`src/rtl/vld_pkg.sv`:
```
`timescale 1ns / 1ps
package vld_pkg;

  localparam int CFG_W = 13;
  localparam int ROW_W = 12;
  localparam int COL_W = 12;
  localparam int BYTE_W = 8;
  localparam int IDX_W = 4;

  localparam logic [BYTE_W-1:0] SYNC_FIRST = 8'h55;
  localparam logic [BYTE_W-1:0] SYNC_SECOND = 8'hAA;

  localparam logic KIND_PIXEL = 1'b0;
  localparam logic KIND_REJECT = 1'b1;

  localparam logic [IDX_W-1:0] REG_LINE_WIDTH = 4'd0;
  localparam logic [IDX_W-1:0] REG_FRAME_HEIGHT = 4'd1;

  localparam logic [CFG_W-1:0] LINE_WIDTH_RESET = 13'd640;
  localparam logic [CFG_W-1:0] FRAME_HEIGHT_RESET = 13'd480;

  typedef struct packed {
    logic [BYTE_W-1:0] byte_in;
  } vld_in_t;

  typedef struct packed {
    logic              result_kind;
    logic [ROW_W-1:0]  row;
    logic [COL_W-1:0]  column;
    logic [BYTE_W-1:0] pixel;
    logic              frame_end;
  } vld_out_t;

  typedef struct packed {
    logic [IDX_W-1:0] index;
    logic [CFG_W-1:0] data;
  } vld_cfg_t;

  // Contents of the input register as seen by the parser.
  typedef struct packed {
    logic              valid;
    logic [BYTE_W-1:0] byte_in;
  } vld_stage_t;

  typedef struct packed {
    logic [CFG_W-1:0] line_width;
    logic [CFG_W-1:0] frame_height;
  } vld_regs_t;

endpackage

```
`src/rtl/vld_stream_if.sv`:
```
`timescale 1ns / 1ps
interface vld_stream_if #(
  parameter type payload_t = logic
);
  logic     valid;
  logic     ready;
  payload_t payload;

  modport source (output valid, output payload, input ready);
  modport sink (input valid, input payload, output ready);
endinterface

```
`src/rtl/vld_parser.sv`:
```
`timescale 1ns / 1ps
module vld_parser #(
  parameter int MAX_WIDTH = 4096,
  parameter int MAX_HEIGHT = 4096
) (
  input  logic                clk,
  input  logic                rst,
  input  vld_pkg::vld_stage_t held,
  input  vld_pkg::vld_regs_t  regs,
  output logic                advance,
  vld_stream_if.source        result
);
  import vld_pkg::*;

  localparam int POS_W = $clog2(MAX_WIDTH);
  localparam int SUM_W = ((POS_W > CFG_W) ? POS_W : CFG_W) + 1;

  localparam logic [2:0] PH_HUNT = 3'd0;
  localparam logic [2:0] PH_GOT_FIRST = 3'd1;
  localparam logic [2:0] PH_ROW_HI = 3'd2;
  localparam logic [2:0] PH_ROW_LO = 3'd3;
  localparam logic [2:0] PH_PIXELS = 3'd4;

  logic [2:0]        phase, phase_next;
  logic [BYTE_W-1:0] row_high_byte, row_high_byte_next;
  logic [ROW_W-1:0]  current_row, current_row_next;
  logic [POS_W-1:0]  byte_position, byte_position_next;

  logic              res_valid;
  vld_out_t          res, res_next;
  logic              emit;

  logic [CFG_W-1:0]  width_nz, eff_width, eff_height;
  logic [15:0]       row_num;
  logic [SUM_W-1:0]  pos_inc;
  logic              last;
  logic              final_row;

  // Saturate the registers to the supported frame geometry.
  assign width_nz = (regs.line_width == '0) ? CFG_W'(1) : regs.line_width;
  assign eff_width = (32'(width_nz) > MAX_WIDTH) ? CFG_W'(MAX_WIDTH) : width_nz;
  assign eff_height = (32'(regs.frame_height) > MAX_HEIGHT) ? CFG_W'(MAX_HEIGHT)
                                                            : regs.frame_height;

  assign row_num = {row_high_byte, held.byte_in};
  assign pos_inc = SUM_W'(byte_position) + SUM_W'(1);
  assign last = pos_inc >= SUM_W'(eff_width);
  assign final_row = (CFG_W'(current_row) + CFG_W'(1)) == eff_height;

  assign advance = held.valid && (!res_valid || result.ready);

  always_comb begin
    phase_next = phase;
    row_high_byte_next = row_high_byte;
    current_row_next = current_row;
    byte_position_next = byte_position;
    emit = 1'b0;
    res_next = '0;
    case (phase)
      PH_GOT_FIRST: begin
        phase_next = (held.byte_in == SYNC_SECOND) ? PH_ROW_HI : PH_HUNT;
      end
      PH_ROW_HI: begin
        row_high_byte_next = held.byte_in;
        phase_next = PH_ROW_LO;
      end
      PH_ROW_LO: begin
        if (row_num >= 16'(eff_height)) begin
          phase_next = PH_HUNT;
          emit = 1'b1;
          res_next.result_kind = KIND_REJECT;
        end else begin
          current_row_next = row_num[ROW_W-1:0];
          byte_position_next = '0;
          phase_next = PH_PIXELS;
        end
      end
      PH_PIXELS: begin
        emit = 1'b1;
        res_next.result_kind = KIND_PIXEL;
        res_next.row = current_row;
        res_next.column = COL_W'(byte_position);
        res_next.pixel = held.byte_in;
        res_next.frame_end = (pos_inc == SUM_W'(eff_width)) && final_row;
        if (last) begin
          phase_next = PH_HUNT;
          byte_position_next = '0;
        end else begin
          byte_position_next = POS_W'(pos_inc);
        end
      end
      default: begin
        phase_next = (held.byte_in == SYNC_FIRST) ? PH_GOT_FIRST : PH_HUNT;
      end
    endcase
  end

  always_ff @(posedge clk) begin
    if (rst) begin
      phase <= PH_HUNT;
      row_high_byte <= '0;
      current_row <= '0;
      byte_position <= '0;
    end else if (advance) begin
      phase <= phase_next;
      row_high_byte <= row_high_byte_next;
      current_row <= current_row_next;
      byte_position <= byte_position_next;
    end
  end

  always_ff @(posedge clk) begin
    if (rst) begin
      res_valid <= 1'b0;
    end else if (advance) begin
      res_valid <= emit;
    end else if (result.ready) begin
      res_valid <= 1'b0;
    end
  end

  always_ff @(posedge clk) begin
    if (advance && emit) begin
      res <= res_next;
    end
  end

  assign result.valid = res_valid;
  assign result.payload = res;
endmodule

```
`src/flat_wrapper.sv`:
```
// flat-port wrapper written by rule: the top's interface ports become plain ports
module vld_parser_flat import vld_pkg::*;
#(
  parameter int MAX_WIDTH = 4096,
  parameter int MAX_HEIGHT = 4096
)
  (clk, rst, held, regs, advance, result_valid, result_payload, result_ready);
  vld_stream_if result_i ();
  input  logic clk;
  input  logic rst;
  input  vld_pkg::vld_stage_t held;
  input  vld_pkg::vld_regs_t regs;
  output logic advance;
  output wire logic [$bits(result_i.valid)-1:0] result_valid;
  output wire logic [$bits(result_i.payload)-1:0] result_payload;
  input wire logic [$bits(result_i.ready)-1:0] result_ready;
  assign result_valid = result_i.valid;
  assign result_payload = result_i.payload;
  assign result_i.ready = result_ready;
  vld_parser #(.MAX_WIDTH(MAX_WIDTH), .MAX_HEIGHT(MAX_HEIGHT)) u_core (.clk(clk), .rst(rst), .held(held), .regs(regs), .advance(advance), .result(result_i));
endmodule
```
`config.mk`:
```
export PLATFORM = sky130hd
export DESIGN_NAME = vld_parser_flat
export DESIGN_NICKNAME = d
export VERILOG_FILES = /design/src/rtl/vld_pkg.sv /design/src/rtl/vld_stream_if.sv /design/src/rtl/vld_parser.sv /design/src/flat_wrapper.sv
export SDC_FILE = /design/constraint.sdc
export NUM_CORES = 1
export LEC_CHECK = 0
export BUFFER_PORTS_ARGS = -buffer_cell sky130_fd_sc_hd__buf_2
export CAP_MARGIN = 20
export CORE_MARGIN = 5
export CORE_UTILIZATION = 55
export DETAILED_ROUTE_END_ITERATION = 12
export PLACE_DENSITY = 0.77
export SYNTH_ARGS = -nofsm -noshare
export SYNTH_HDL_FRONTEND = slang
export SYNTH_SLANG_ARGS = --single-unit
export TNS_END_PERCENT = 100
```
`constraint.sdc`:
```
create_clock -name clk -period 5.6 [get_ports clk]
set_clock_uncertainty 0.05 [all_clocks]
set_input_delay 1.12 -clock clk [delete_from_list [all_inputs] [get_ports clk]]
set_output_delay 1.12 -clock clk [all_outputs]
set_load 0.02 [all_outputs]
```
==> tab_implementation.tex, run 1 <==
\begin{tabular}{lr}
\hline
Metric & Value \\
\hline
\multicolumn{2}{l}{\textbf{Route}} \\
\quad Metal2 WL & 3157 um \\
\quad Drt drc & 0 \\
\quad Vias per std cell & 6.084 \\
\quad Post-detailed-route count of antenna-violating nets & 0 \\
\quad Length of the first detailed-routing pass in iterations & 4 \\
\quad Vias after detailed routing & 2841 \\
\quad Wire length reported by the detailed router & 7455 um \\
\quad Drt initial violations & 148 \\
\quad Uppermost layer routed & met4 \\
\quad Metal3 WL & 473 um \\
\quad WL/cell & 15.96 um \\
\quad Met1 WL & 3753 um \\
\multicolumn{2}{l}{\textbf{Cells and area}} \\
\quad Layout fillers & 462 \\
\quad Area growth from synthesis to layout & 11.07\% \\
\quad Diodes inserted & 0 \\
\quad Share of post-route cells with drive strength above 1 & 13.85\% \\
\quad Area used by multi-input combinational logic & 2143 um2 \\
\quad Final core area utilization & 63.89\% \\
\quad Fin area & 3326 um2 \\
\quad Register area & 750.7 um2 \\
\quad Final std cells w/o fill & 467 \\
\quad Total Nets Final & 462 \\
\multicolumn{2}{l}{\textbf{Worst hold path}} \\
\quad Class of the tightest hold or removal check & reg -> reg \\
\quad Startpoint of the worst hold path & u\_core.result.valid \\
\quad Number of cells on the worst hold path & 2 \\
\multicolumn{2}{l}{\textbf{CTS}} \\
\quad Total number of clock tree sinks & 37 \\
\quad Post-CTS setup repair buffer count & 0 \\
\quad Clock latency on the worst-skew pair & 290 ps \\
\quad Clock tree root buffer cell & clkbuf\_8 \\
\quad TritonCTS buffer count & 5 \\
\quad Post-cts hold buffer count & 0 \\
\quad Clock input transition at the sequential cells of the worst setup and hold paths & 80 ps \\
\quad CTS tree & done \\
\quad Number of buffers on the longest clock path & 2 \\
\quad Number of H-tree branching levels & 2 \\
\quad Post-CTS sizing & 0 \\
\multicolumn{2}{l}{\textbf{Placed design}} \\
\quad Number of instances in the placed design & 459 \\
\quad Port buffer count & 40 \\
\quad Final RePlAce weighted congestion & 0.9352 \\
\quad Post-place instance area & 3212 um2 \\
\quad Detailed-placement wirelength estimate & 5769 um \\
\multicolumn{2}{l}{\textbf{Global routing}} \\
\quad Global-route wire length before repair & 12160 um \\
\quad Maximum number of pins on one net before global-route repair & 39 \\
\quad Total congestion overflow after global routing & 0 \\
\quad GRT Util Overall & 20.77\% \\
\quad Antenna violations before repair & 0 \\
\quad Vias in the first global route & 2592 \\
\multicolumn{2}{l}{\textbf{STA}} \\
\quad Period utilization & 69.89\% \\
\quad Setup repair after global routing missed its margin & false \\
\quad Total Neg Setup Slack & 0 ps \\
\quad Pin slew with the least headroom to its limit & 974.6 ps \\
\quad Final Hold Vio Count & 0 \\
\quad Normalized max-slew margin & 35.02\% \\
\quad Min Clock Period, post-route & 3914 ps \\
\quad Final-report max-slew violation count & 0 \\
\quad Highest achievable clock rate & 255.5 MHz \\
\quad Number of setup violations in the final report & 0 \\
\multicolumn{2}{l}{\textbf{Logic synthesis}} \\
\quad Yosys cell types & 56 \\
\quad Cell taking the most area after synthesis & dfxtp\_1 \\
\quad Synth Register Bits & 37 \\
\quad Average size of a mapped cell & 8.226 um2 \\
\quad Area contributors post-synth & dfxtp\_1, ha\_1, mux2i\_1 \\
\quad EDFF count, synth & 1 \\
\quad Sequential fraction of the synthesis area & 25.07\% \\
\quad Cell area after technology mapping & 2994 um2 \\
\quad Yosys top cell area share & 24.07\% \\
\quad Synthesized net count & 430 \\
\quad Number of warnings issued by yosys & 0 \\
\quad Primary flip-flop cell chosen by synthesis mapping & dfxtp\_1 \\
\quad Post-synthesis async set-or-reset flop share & 0\% \\
\quad Number of instances in the synthesized netlist & 364 \\
\multicolumn{2}{l}{\textbf{Job}} \\
\quad Number of max-capacitance violations reported & 0 \\
\multicolumn{2}{l}{\textbf{Floorplan}} \\
\quad Chip width & 83.78 um \\
\quad IO Count & 41 \\
\quad DIE AREA & 7019 um2 \\
\quad Height of the die & 83.78 um \\
\quad Starting utilization of the core area & 57.52\% \\
\quad Count of standard-cell rows & 26 \\
\quad Core region area & 5205 um2 \\
\multicolumn{2}{l}{\textbf{Worst setup path}} \\
\quad Required @ worst endpoint & 5710 ps \\
\quad Critical path peak fanout & 13 \\
\quad Startpoint of the worst register-to-register path & u\_core.byte\_position[2] \\
\quad CP Launch Type & input pin \\
\quad Critical path capture point type & flop \\
\quad Setup Crit Path Kind & in -> reg \\
\quad Arrival time worst endpoint & 4020 ps \\
\quad Startpoint of the most critical setup path & regs[12] \\
\quad Number of cells on the worst reg-to-reg path & 12 \\
\multicolumn{2}{l}{\textbf{Pwr}} \\
\quad Power per Cell Area & 172.8 nW/um2 \\
\quad Power consumption & 574.6 uW \\
\quad Static leakage & 1.466 nW \\
\quad Worst IR Drop VDD & 139.0 uV \\
\multicolumn{2}{l}{\textbf{Outcome}} \\
\quad Result of the run & finished clean \\
\hline
\end{tabular}
-- kinds of logic (layout without fill, tap and decap cells) --
group	count (synthesis)	after routing	share of synthesized area (%)
AOI/OAI and AO/OA	83	83	19.89
xor gates and xnor gates	23	23	7.731
adders and majority gates	28	28	11.70
buffers and inverters	23	56	3.343
DFF	37	37	25.07
muxes	20	20	6.686
and+or+nand+nor	150	150	25.58
-- worst paths after layout --
check                             to  slack (ps)
max            u_core.current_row[1]        1690
min              u_core.result.valid         450
max reg2reg  u_core.byte_position[3]        1790
min reg2reg      u_core.result.valid         450
-- per-stage QoR --
step,hold WS [ps],setup slack (ps)
2_1_floorplan,414.4,2048
3_3_place_gp,429.9,1566
3_5_place_dp,441.6,1408
4_1_cts,459.2,1723
5_1_grt,483.9,1420
6_report,450.3,1686
-- power breakdown --
group	internal [mW]	switching, mW
logic	0.0305	0.0458
clock network	0.134	0.101
registers	0.264	0.0000156
-- synth_stat cells, types with 2 or more instances --
cell	instances
nand2b_1	9
xor2_1	5
o21ai_0	12
nand2_1	33
clkbuf_1	11
o22ai_1	2
a21oi_1	21
nand4_1	10
clkinv_1	2
nor4bb_1	3
o21a_1	2
a211oi_1	4
o211ai_1	5
nor3_2	2
dfxtp_1	36
a21o_1	5
buf_2	2
mux2i_1	20
xnor2_1	16
xor3_1	2
ha_1	28
nand3_1	16
nor4b_1	2
a32oi_1	2
and4_1	2
nor4_1	2
nor2_1	40
inv_1	6
a32o_1	8
a31oi_1	4
nor3b_1	3
a211o_1	6
nor2b_1	3
and3_1	5
nor3_1	12
a21boi_0	3
-- cell type report --
cell class	instances	share of cell area [%]
sequential	37	22.57
inverter	8	0.9029
clock inverter	3	1.354
clock buffer	5	2.069
timing repair buffer	40	6.020
tap	70	2.634
multi-input combinational	304	64.45
-- sequential cells by signal, indices dropped and copies added, names as in the netlist --
| name | count |
|---|---|
| u_core.byte_position | 12 |
| u_core.current_row | 12 |
| u_core.row_high_byte | 8 |
| u_core.phase | 3 |
| u_core.result.payload | 1 |
| u_core.result.valid | 1 |
-- per-layer routing --
metal	global-route usage (%)	vias to the layer above
met4	4.825	0
met2	30.73	91
li1	-	1420
met1	30.56	1321
met3	4.541	9
met5	0	-
-- placed cells by master (no fill, tap or decap), drive strengths merged, types with 6 or more instances in the layout --
cell,instances
a32o,8
nand3,16
nand2,33
nor2,40
nor3,14
o21ai,12
xnor2,16
ha,28
dfxtp,36
mux2i,20
nand4,10
a211o,6
a21oi,21
inv,7
buf,40
nand2b,9
-- critical path, cell delays in order --
cell	delay (ps)
buf_2	190
clkinv_1	240
nand2_1	200
ha_1	270
a21oi_1	130
o21ai_0	150
a2111oi_4	470
nand4_1	790
mux2i_1	410
nor2_1	60
Note: power is estimated with default switching activity, not from simulation.
==> run 2: changes to the inputs <==
ABC_AREA = 1   (was default)
clock period = 3.66 ns   (was 5.6 ns; I/O delays follow)
==> run 2 against run 1 <==
Cell count is 33% higher. First-iteration DRC count is 5.4% lower. Sequential share of layout area is 0.84 points lower. Non-clock buffer count is 3 higher. Synthesized area is 3.7% higher. Design area is 3.9% higher. Register-to-register slack worse by 1100 ps. Combinational power is 59% higher. Critical path depth is 9 higher. Largest power group unchanged. Highest routed layer unchanged.
==> tab_implementation.tex, run 2 <==
\begin{tabular}{lr}
\hline
Metric & Value \\
\hline
\multicolumn{2}{l}{\textbf{Logic synthesis}} \\
\quad Top-count cell post-synth & nand2\_1 \\
\quad Number of instances in the synthesized netlist & 511 \\
\quad Primary flip-flop cell chosen by synthesis mapping & dfxtp\_1 \\
\quad Yosys cell types & 28 \\
\quad Average size of a mapped cell & 6.075 um2 \\
\quad Synth Register Bits & 37 \\
\quad Number of warnings issued by yosys & 0 \\
\quad Sequential fraction of the synthesis area & 24.18\% \\
\quad Cell area after technology mapping & 3104 um2 \\
\quad Synthesized net count & 577 \\
\quad Cell taking the most area after synthesis & dfxtp\_1 \\
\quad EDFF count, synth & 1 \\
\quad Area contributors post-synth & dfxtp\_1, nand2\_1, ha\_1 \\
\quad Post-synthesis async set-or-reset flop share & 0\% \\
\quad Yosys top cell area share & 23.22\% \\
\quad List of most frequent post-synthesis cells & nand2\_1, nor2\_1, inv\_1 \\
\multicolumn{2}{l}{\textbf{Worst setup path}} \\
\quad Critical path capture point type & flop \\
\quad Startpoint of the worst register-to-register path & u\_core.byte\_position[0] \\
\quad Total buffers and inverters traversed by the critical path & 3 \\
\quad Family of cells with the greatest summed delay on the critical path & simple AND/OR/NAND/NOR gates \\
\quad Arrival time worst endpoint & 3340 ps \\
\quad Crit path largest cell delay & 350 ps \\
\quad Critical path peak fanout & 12 \\
\quad CP Launch Type & input pin \\
\quad Cell with the largest stage delay on the worst path & nor4\_1 \\
\quad Worst path most repeated cell & nand2\_1 \\
\quad Startpoint of the most critical setup path & regs[22] \\
\quad Required @ worst endpoint & 3790 ps \\
\quad Critical Path, Cell by Cell & buf\_2 > nor4\_1 > nand3\_1 > nand2\_1 > o21ai\_0 > inv\_1 > ha\_1 > nand2\_1 > inv\_1 > nand2\_1 > nor2\_1 > nand2\_1 > nand2\_1 > nor2\_2 > nand2\_1 > nand2\_1 > nand2\_1 > nand2\_1 > nor2\_1 \\
\quad Setup Crit Path Kind & in -> reg \\
\multicolumn{2}{l}{\textbf{STA}} \\
\quad Setup repair after global routing missed its margin & false \\
\quad Final Hold Vio Count & 0 \\
\quad Period utilization & 87.47\% \\
\quad Total Neg Setup Slack & 0 ps \\
\quad Number of setup violations in the final report & 0 \\
\quad Pin slew with the least headroom to its limit & 1002 ps \\
\quad Highest achievable clock rate & 312.4 MHz \\
\quad Final-report max-slew violation count & 0 \\
\quad Normalized max-slew margin & 33.11\% \\
\quad Min Clock Period, post-route & 3201 ps \\
\multicolumn{2}{l}{\textbf{Cells and area}} \\
\quad Final core area utilization & 62.74\% \\
\quad Share of post-route cells with drive strength above 1 & 10.77\% \\
\quad Most used cells in the layout excluding fill and tap cells & nand2\_1, nor2\_1, inv\_1 \\
\quad Most frequent standard cell in the layout excluding fill and tap cells & nand2\_1 \\
\quad Layout fillers & 531 \\
\quad Area growth from synthesis to layout & 11.29\% \\
\quad Fin area & 3455 um2 \\
\quad Diodes inserted & 0 \\
\quad Total Nets Final & 613 \\
\quad Leading registers by flop count & u\_core.byte\_position x12, u\_core.current\_row x12, u\_core.row\_high\_byte x8 \\
\multicolumn{2}{l}{\textbf{Placed design}} \\
\quad Final RePlAce weighted congestion & 0.8954 \\
\quad Port buffer count & 40 \\
\quad Post-place instance area & 3338 um2 \\
\quad Detailed-placement wirelength estimate & 6061 um \\
\multicolumn{2}{l}{\textbf{Route}} \\
\quad Uppermost layer routed & met4 \\
\quad WL/cell & 12.63 um \\
\quad Length of the first detailed-routing pass in iterations & 5 \\
\quad Drt drc & 0 \\
\quad Wire length reported by the detailed router & 7831 um \\
\quad Met1 WL & 3873 um \\
\quad Vias per std cell & 5.245 \\
\quad Post-detailed-route count of antenna-violating nets & 0 \\
\quad Drt initial violations & 140 \\
\quad Metal3 WL & 314 um \\
\quad Metal2 WL & 3507 um \\
\quad Vias after detailed routing & 3252 \\
\multicolumn{2}{l}{\textbf{CTS}} \\
\quad Total number of clock tree sinks & 37 \\
\quad Clock latency on the worst-skew pair & 290 ps \\
\quad Clock input transition at the sequential cells of the worst setup and hold paths & 80 ps \\
\quad Number of buffers on the longest clock path & 2 \\
\quad Post-CTS sizing & 0 \\
\quad Post-cts hold buffer count & 0 \\
\quad Number of H-tree branching levels & 2 \\
\quad Post-CTS setup repair buffer count & 0 \\
\quad TritonCTS buffer count & 5 \\
\quad Clock tree root buffer cell & clkbuf\_8 \\
\quad CTS tree & done \\
\multicolumn{2}{l}{\textbf{Floorplan}} \\
\quad Starting utilization of the core area & 56.37\% \\
\quad Count of standard-cell rows & 27 \\
\quad Chip width & 85.13 um \\
\quad Height of the die & 85.13 um \\
\quad Core region area & 5507 um2 \\
\quad IO Count & 41 \\
\quad DIE AREA & 7246 um2 \\
\multicolumn{2}{l}{\textbf{Worst hold path}} \\
\quad Startpoint of the worst hold path & u\_core.result.valid \\
\quad Class of the tightest hold or removal check & reg -> reg \\
\multicolumn{2}{l}{\textbf{Global routing}} \\
\quad Vias in the first global route & 3118 \\
\quad Total congestion overflow after global routing & 0 \\
\quad Global-route wire length before repair & 13390 um \\
\quad GRT Util Overall & 22.40\% \\
\quad Antenna violations before repair & 0 \\
\quad Maximum number of pins on one net before global-route repair & 34 \\
\multicolumn{2}{l}{\textbf{Pwr}} \\
\quad Power consumption & 900.0 uW \\
\quad Power per Cell Area & 260.5 nW/um2 \\
\quad Worst IR Drop VDD & 219.9 uV \\
\quad Static leakage & 1.869 nW \\
\multicolumn{2}{l}{\textbf{Job}} \\
\quad Number of max-capacitance violations reported & 0 \\
\multicolumn{2}{l}{\textbf{Outcome}} \\
\quad Result of the run & finished clean \\
\hline
\end{tabular}
run 2: changes by cell type in the layout (fill, tap and decap cells not counted), sizes merged, moves of 14 or more:
cell | previous run | this run
nand2 | 33 | 155
inv | 7 | 63
nor2 | 40 | 83
nand3 | 16 | 41
mux2i | 20 | 0
xnor2 | 16 | 2
run 2: area by class of cell:
| class | instances | area [um2] | share of cell area [%] |
|---|---|---|---|
| Clock inverter | 1 | 30.03 | 0.8693 |
| Inverter | 63 | 236.5 | 6.845 |
| Multi-Input combinational cell | 397 | 2038 | 59.00 |
| Timing Repair Buffer | 43 | 222.7 | 6.447 |
| Sequential cell | 37 | 750.7 | 21.73 |
| Clock buffer | 7 | 86.33 | 2.499 |
| Tap cell | 72 | 90.09 | 2.608 |
run 2: per-layer routing:
layer | global-route usage [%] | up-vias
li1 | - | 1697
met1 | 30.05 | 1471
met2 | 36.09 | 70
met3 | 3.883 | 14
met4 | 7.914 | 0
met5 | 0 | -
run 2: cells by family (layout without fill, tap and decap cells):
kind of cell,Yosys count,count (layout),share of synthesized area [%]
xor+xnor,17,17,5.240
compound gates,47,47,7.820
fa+ha+maj,28,28,11.29
flops,37,37,24.18
buf+inv,77,114,10.16
simple gates,305,305,41.31
run 2: report_power, final:
| group | leakage [nW] | switching [mW] | total (mW) | internal [mW] |
|---|---|---|---|---|
| Combinational | 1.51 | 0.0762 | 0.121 | 0.0452 |
| Clock | 0.0585 | 0.151 | 0.374 | 0.222 |
| Sequential | 0.299 | 0.000707 | 0.405 | 0.404 |
| Total | 1.87 | 0.228 | 0.900 | 0.672 |
run 2: worst paths after layout:
kind                    endpoint  slack, ps  depth (start not counted)
max reg2reg      u_core.phase[0]        660                         19
min          u_core.result.valid        440                          2
min reg2reg  u_core.result.valid        440                          2
max              u_core.phase[0]        460                         19
run 2: stage by stage:
stage                     worst slack (ps)  instances  hold WS [ps]
after floorplan                      857.2        511         408.5
after global placement               255.4        612         424.8
after detailed placement             193.4        612         433.4
after CTS                            494.9        620         446.0
after global routing                 192.6        620         476.3
final                                458.6        620         438.2
run 2: worst reg2reg max path, cell delays in order, from the launching register on:
cell,delay [ps]
dfxtp_1,420
ha_1,210
nand2_1,90
nor2_1,170
nand2_1,140
nor2_1,130
xor2_1,220
ha_1,260
nand2_1,70
inv_1,40
nand2_1,50
nor2_1,50
nand2_1,110
nand2_1,80
nor2_2,320
nand2_1,180
nand2_1,150
nand2_1,60
nand2_1,60
nor2_1,60
==> run 3: changes to the inputs <==
CORE_MARGIN = default   (was 5)
==> run 3 against run 2 <==
Critical path depth unchanged. Worst setup slack improved by 120 ps. Clock power decreased by 24%. First-iteration DRC count increased by 100%. Critical path type unchanged. Utilization increased by 2.4 points. Global-route usage increased by 4.9 points. Cell count decreased by 0.32%. Design area decreased by 0.69%.
==> tab_implementation.tex, run 3 (synthesis results as in run 2) <==
\begin{tabular}{lr}
\hline
Metric & Value \\
\hline
\multicolumn{2}{l}{\textbf{Cells and area}} \\
\quad Layout fillers & 550 \\
\quad Fin area & 3431 um2 \\
\quad Leading registers by flop count & u\_core.byte\_position x12, u\_core.current\_row x12, u\_core.row\_high\_byte x8 \\
\quad Diodes inserted & 0 \\
\quad Final std cells w/o fill & 618 \\
\quad Final core area utilization & 65.10\% \\
\quad Most frequent standard cell in the layout excluding fill and tap cells & nand2\_1 \\
\quad Share of post-route cells with drive strength above 1 & 10.77\% \\
\quad Total Nets Final & 613 \\
\quad Area growth from synthesis to layout & 10.52\% \\
\quad Most used cells in the layout excluding fill and tap cells & nand2\_1, nor2\_1, inv\_1 \\
\multicolumn{2}{l}{\textbf{STA}} \\
\quad Total Neg Setup Slack & 0 ps \\
\quad Hold slack & 440.0 ps \\
\quad Period utilization & 84.19\% \\
\quad Final-report max-slew violation count & 0 \\
\quad Final Hold Vio Count & 0 \\
\quad Highest achievable clock rate & 324.5 MHz \\
\quad Normalized max-slew margin & 32.94\% \\
\quad Setup repair after global routing missed its margin & false \\
\quad Post-route worst setup slack & 578.7 ps \\
\quad Number of setup violations in the final report & 0 \\
\quad Pin slew with the least headroom to its limit & 1005 ps \\
\quad Min Clock Period, post-route & 3081 ps \\
\multicolumn{2}{l}{\textbf{Global routing}} \\
\quad Antenna violations before repair & 0 \\
\quad GRT Util Overall & 27.31\% \\
\quad Global-route wire length before repair & 13140 um \\
\quad Total congestion overflow after global routing & 0 \\
\quad Maximum number of pins on one net before global-route repair & 34 \\
\quad Vias in the first global route & 2992 \\
\multicolumn{2}{l}{\textbf{Outcome}} \\
\quad Result of the run & finished clean \\
\multicolumn{2}{l}{\textbf{Route}} \\
\quad Vias after detailed routing & 3187 \\
\quad Drt initial violations & 286 \\
\quad WL/cell & 12.34 um \\
\quad Vias per std cell & 5.157 \\
\quad Wire length reported by the detailed router & 7625 um \\
\quad Length of the first detailed-routing pass in iterations & 4 \\
\quad Post-detailed-route count of antenna-violating nets & 0 \\
\quad Drt drc & 0 \\
\multicolumn{2}{l}{\textbf{CTS}} \\
\quad Total number of clock tree sinks & 37 \\
\quad Number of H-tree branching levels & 2 \\
\quad Clock tree root buffer cell & clkbuf\_8 \\
\quad Number of buffers on the longest clock path & 2 \\
\quad Post-CTS setup repair buffer count & 0 \\
\quad Post-cts hold buffer count & 0 \\
\quad TritonCTS buffer count & 5 \\
\quad Post-CTS sizing & 0 \\
\quad Clock input transition at the sequential cells of the worst setup and hold paths & 80 ps \\
\quad Clock latency on the worst-skew pair & 290 ps \\
\quad CTS tree & done \\
\multicolumn{2}{l}{\textbf{Placed design}} \\
\quad Detailed-placement wirelength estimate & 6065 um \\
\quad Post-place instance area & 3348 um2 \\
\quad Pre-CTS setup slack & 267.4 ps \\
\quad Number of instances in the placed design & 610 \\
\quad Final RePlAce weighted congestion & 0.9232 \\
\quad Port buffer count & 40 \\
\multicolumn{2}{l}{\textbf{Pwr}} \\
\quad Flop pwr share & 50.0\% \\
\quad Internal Power & 581.5 uW \\
\quad Static leakage & 1.862 nW \\
\quad Worst IR Drop VDD & 267.8 uV \\
\quad Net Switching & 229.1 uW \\
\quad Fraction of power consumed by the clock network & 35.2\% \\
\quad Power consumption & 810.6 uW \\
\quad Power per Cell Area & 236.3 nW/um2 \\
\quad Fraction of power spent switching nets & 28.26\% \\
\quad Share of power burned in combinational logic & 14.8\% \\
\multicolumn{2}{l}{\textbf{Floorplan}} \\
\quad Count of standard-cell rows & 26 \\
\quad Core region area & 5270 um2 \\
\quad Chip width & 77.13 um \\
\quad DIE AREA & 5948 um2 \\
\quad Starting utilization of the core area & 58.90\% \\
\quad IO Count & 41 \\
\quad Height of the die & 77.13 um \\
\multicolumn{2}{l}{\textbf{Worst setup path}} \\
\quad Critical path capture point type & flop \\
\quad Required @ worst endpoint & 3840 ps \\
\quad CP Launch Type & input pin \\
\quad Arrival time worst endpoint & 3260 ps \\
\quad Critical path peak fanout & 12 \\
\quad Setup Crit Path Kind & in -> reg \\
\multicolumn{2}{l}{\textbf{Worst hold path}} \\
\quad Class of the tightest hold or removal check & reg -> reg \\
\multicolumn{2}{l}{\textbf{Job}} \\
\quad Number of max-capacitance violations reported & 0 \\
\hline
\end{tabular}
[run 3: cell types whose count changed in the layout (fill, tap and decap cells not counted)]
cell	before	now
buf_12	0	1
clkbuf_8	6	5
buf_4	3	2
bufinv_16	1	0
clkinv_2	0	2
[run 3: power by group through the flow]
stage	Clock [mW]	Combinational, mW	Sequential [mW]
floorplan	0	0.0734	0.414
global placement	0	0.116	0.414
detailed placement	0	0.119	0.414
CTS	0.289	0.120	0.405
global route	0.302	0.139	0.405
finish	0.286	0.120	0.405
[run 3: final timing paths]
kind | slack (ps) | startpoint | cells after the start | to
setup / recovery | 580 | regs[14] | 19 | u_core.byte_position[1]
hold / removal | 440 | u_core.phase[1] | 2 | u_core.phase[1]
setup reg to reg | 650 | u_core.byte_position[0] | 19 | u_core.byte_position[1]
hold reg to reg | 440 | u_core.phase[1] | 2 | u_core.phase[1]
[run 3: area by class of cell]
| class | count | area (um2) | area share (%) |
|---|---|---|---|
| Tap cell | 70 | 87.58 | 2.553 |
| Clock inverter | 2 | 10.01 | 0.2918 |
| Multi-Input combinational cell | 397 | 2038 | 59.41 |
| Sequential cell | 37 | 750.7 | 21.88 |
| Inverter | 63 | 236.5 | 6.893 |
| Timing Repair Buffer | 43 | 235.2 | 6.856 |
| Clock buffer | 6 | 72.57 | 2.115 |
[run 3: critical path: stages]
cell and delay [ps]:
buf_2 110, nor4_1 300, nand3_1 140, nand2_1 290, o21ai_0 190, inv_1 90
ha_1 220, nand2_1 60, inv_1 30, nand2_1 50, nor2_1 50, nand2_1 120
nand2_1 80, nor2_2 250, buf_4 200, nand3_1 70, nand3_1 100, nand2_1 70
nor2_2 120
[run 3: routing by layer]
metal / vias up / track usage (%) / wire length, um
li1: 1693 / - / -
met1: 1420 / 36.90 / 3766
met2: 69 / 46.02 / 3383
met3: 5 / 3.690 / 427
met4: 0 / 5.472 / 48
met5: - / 0 / 0
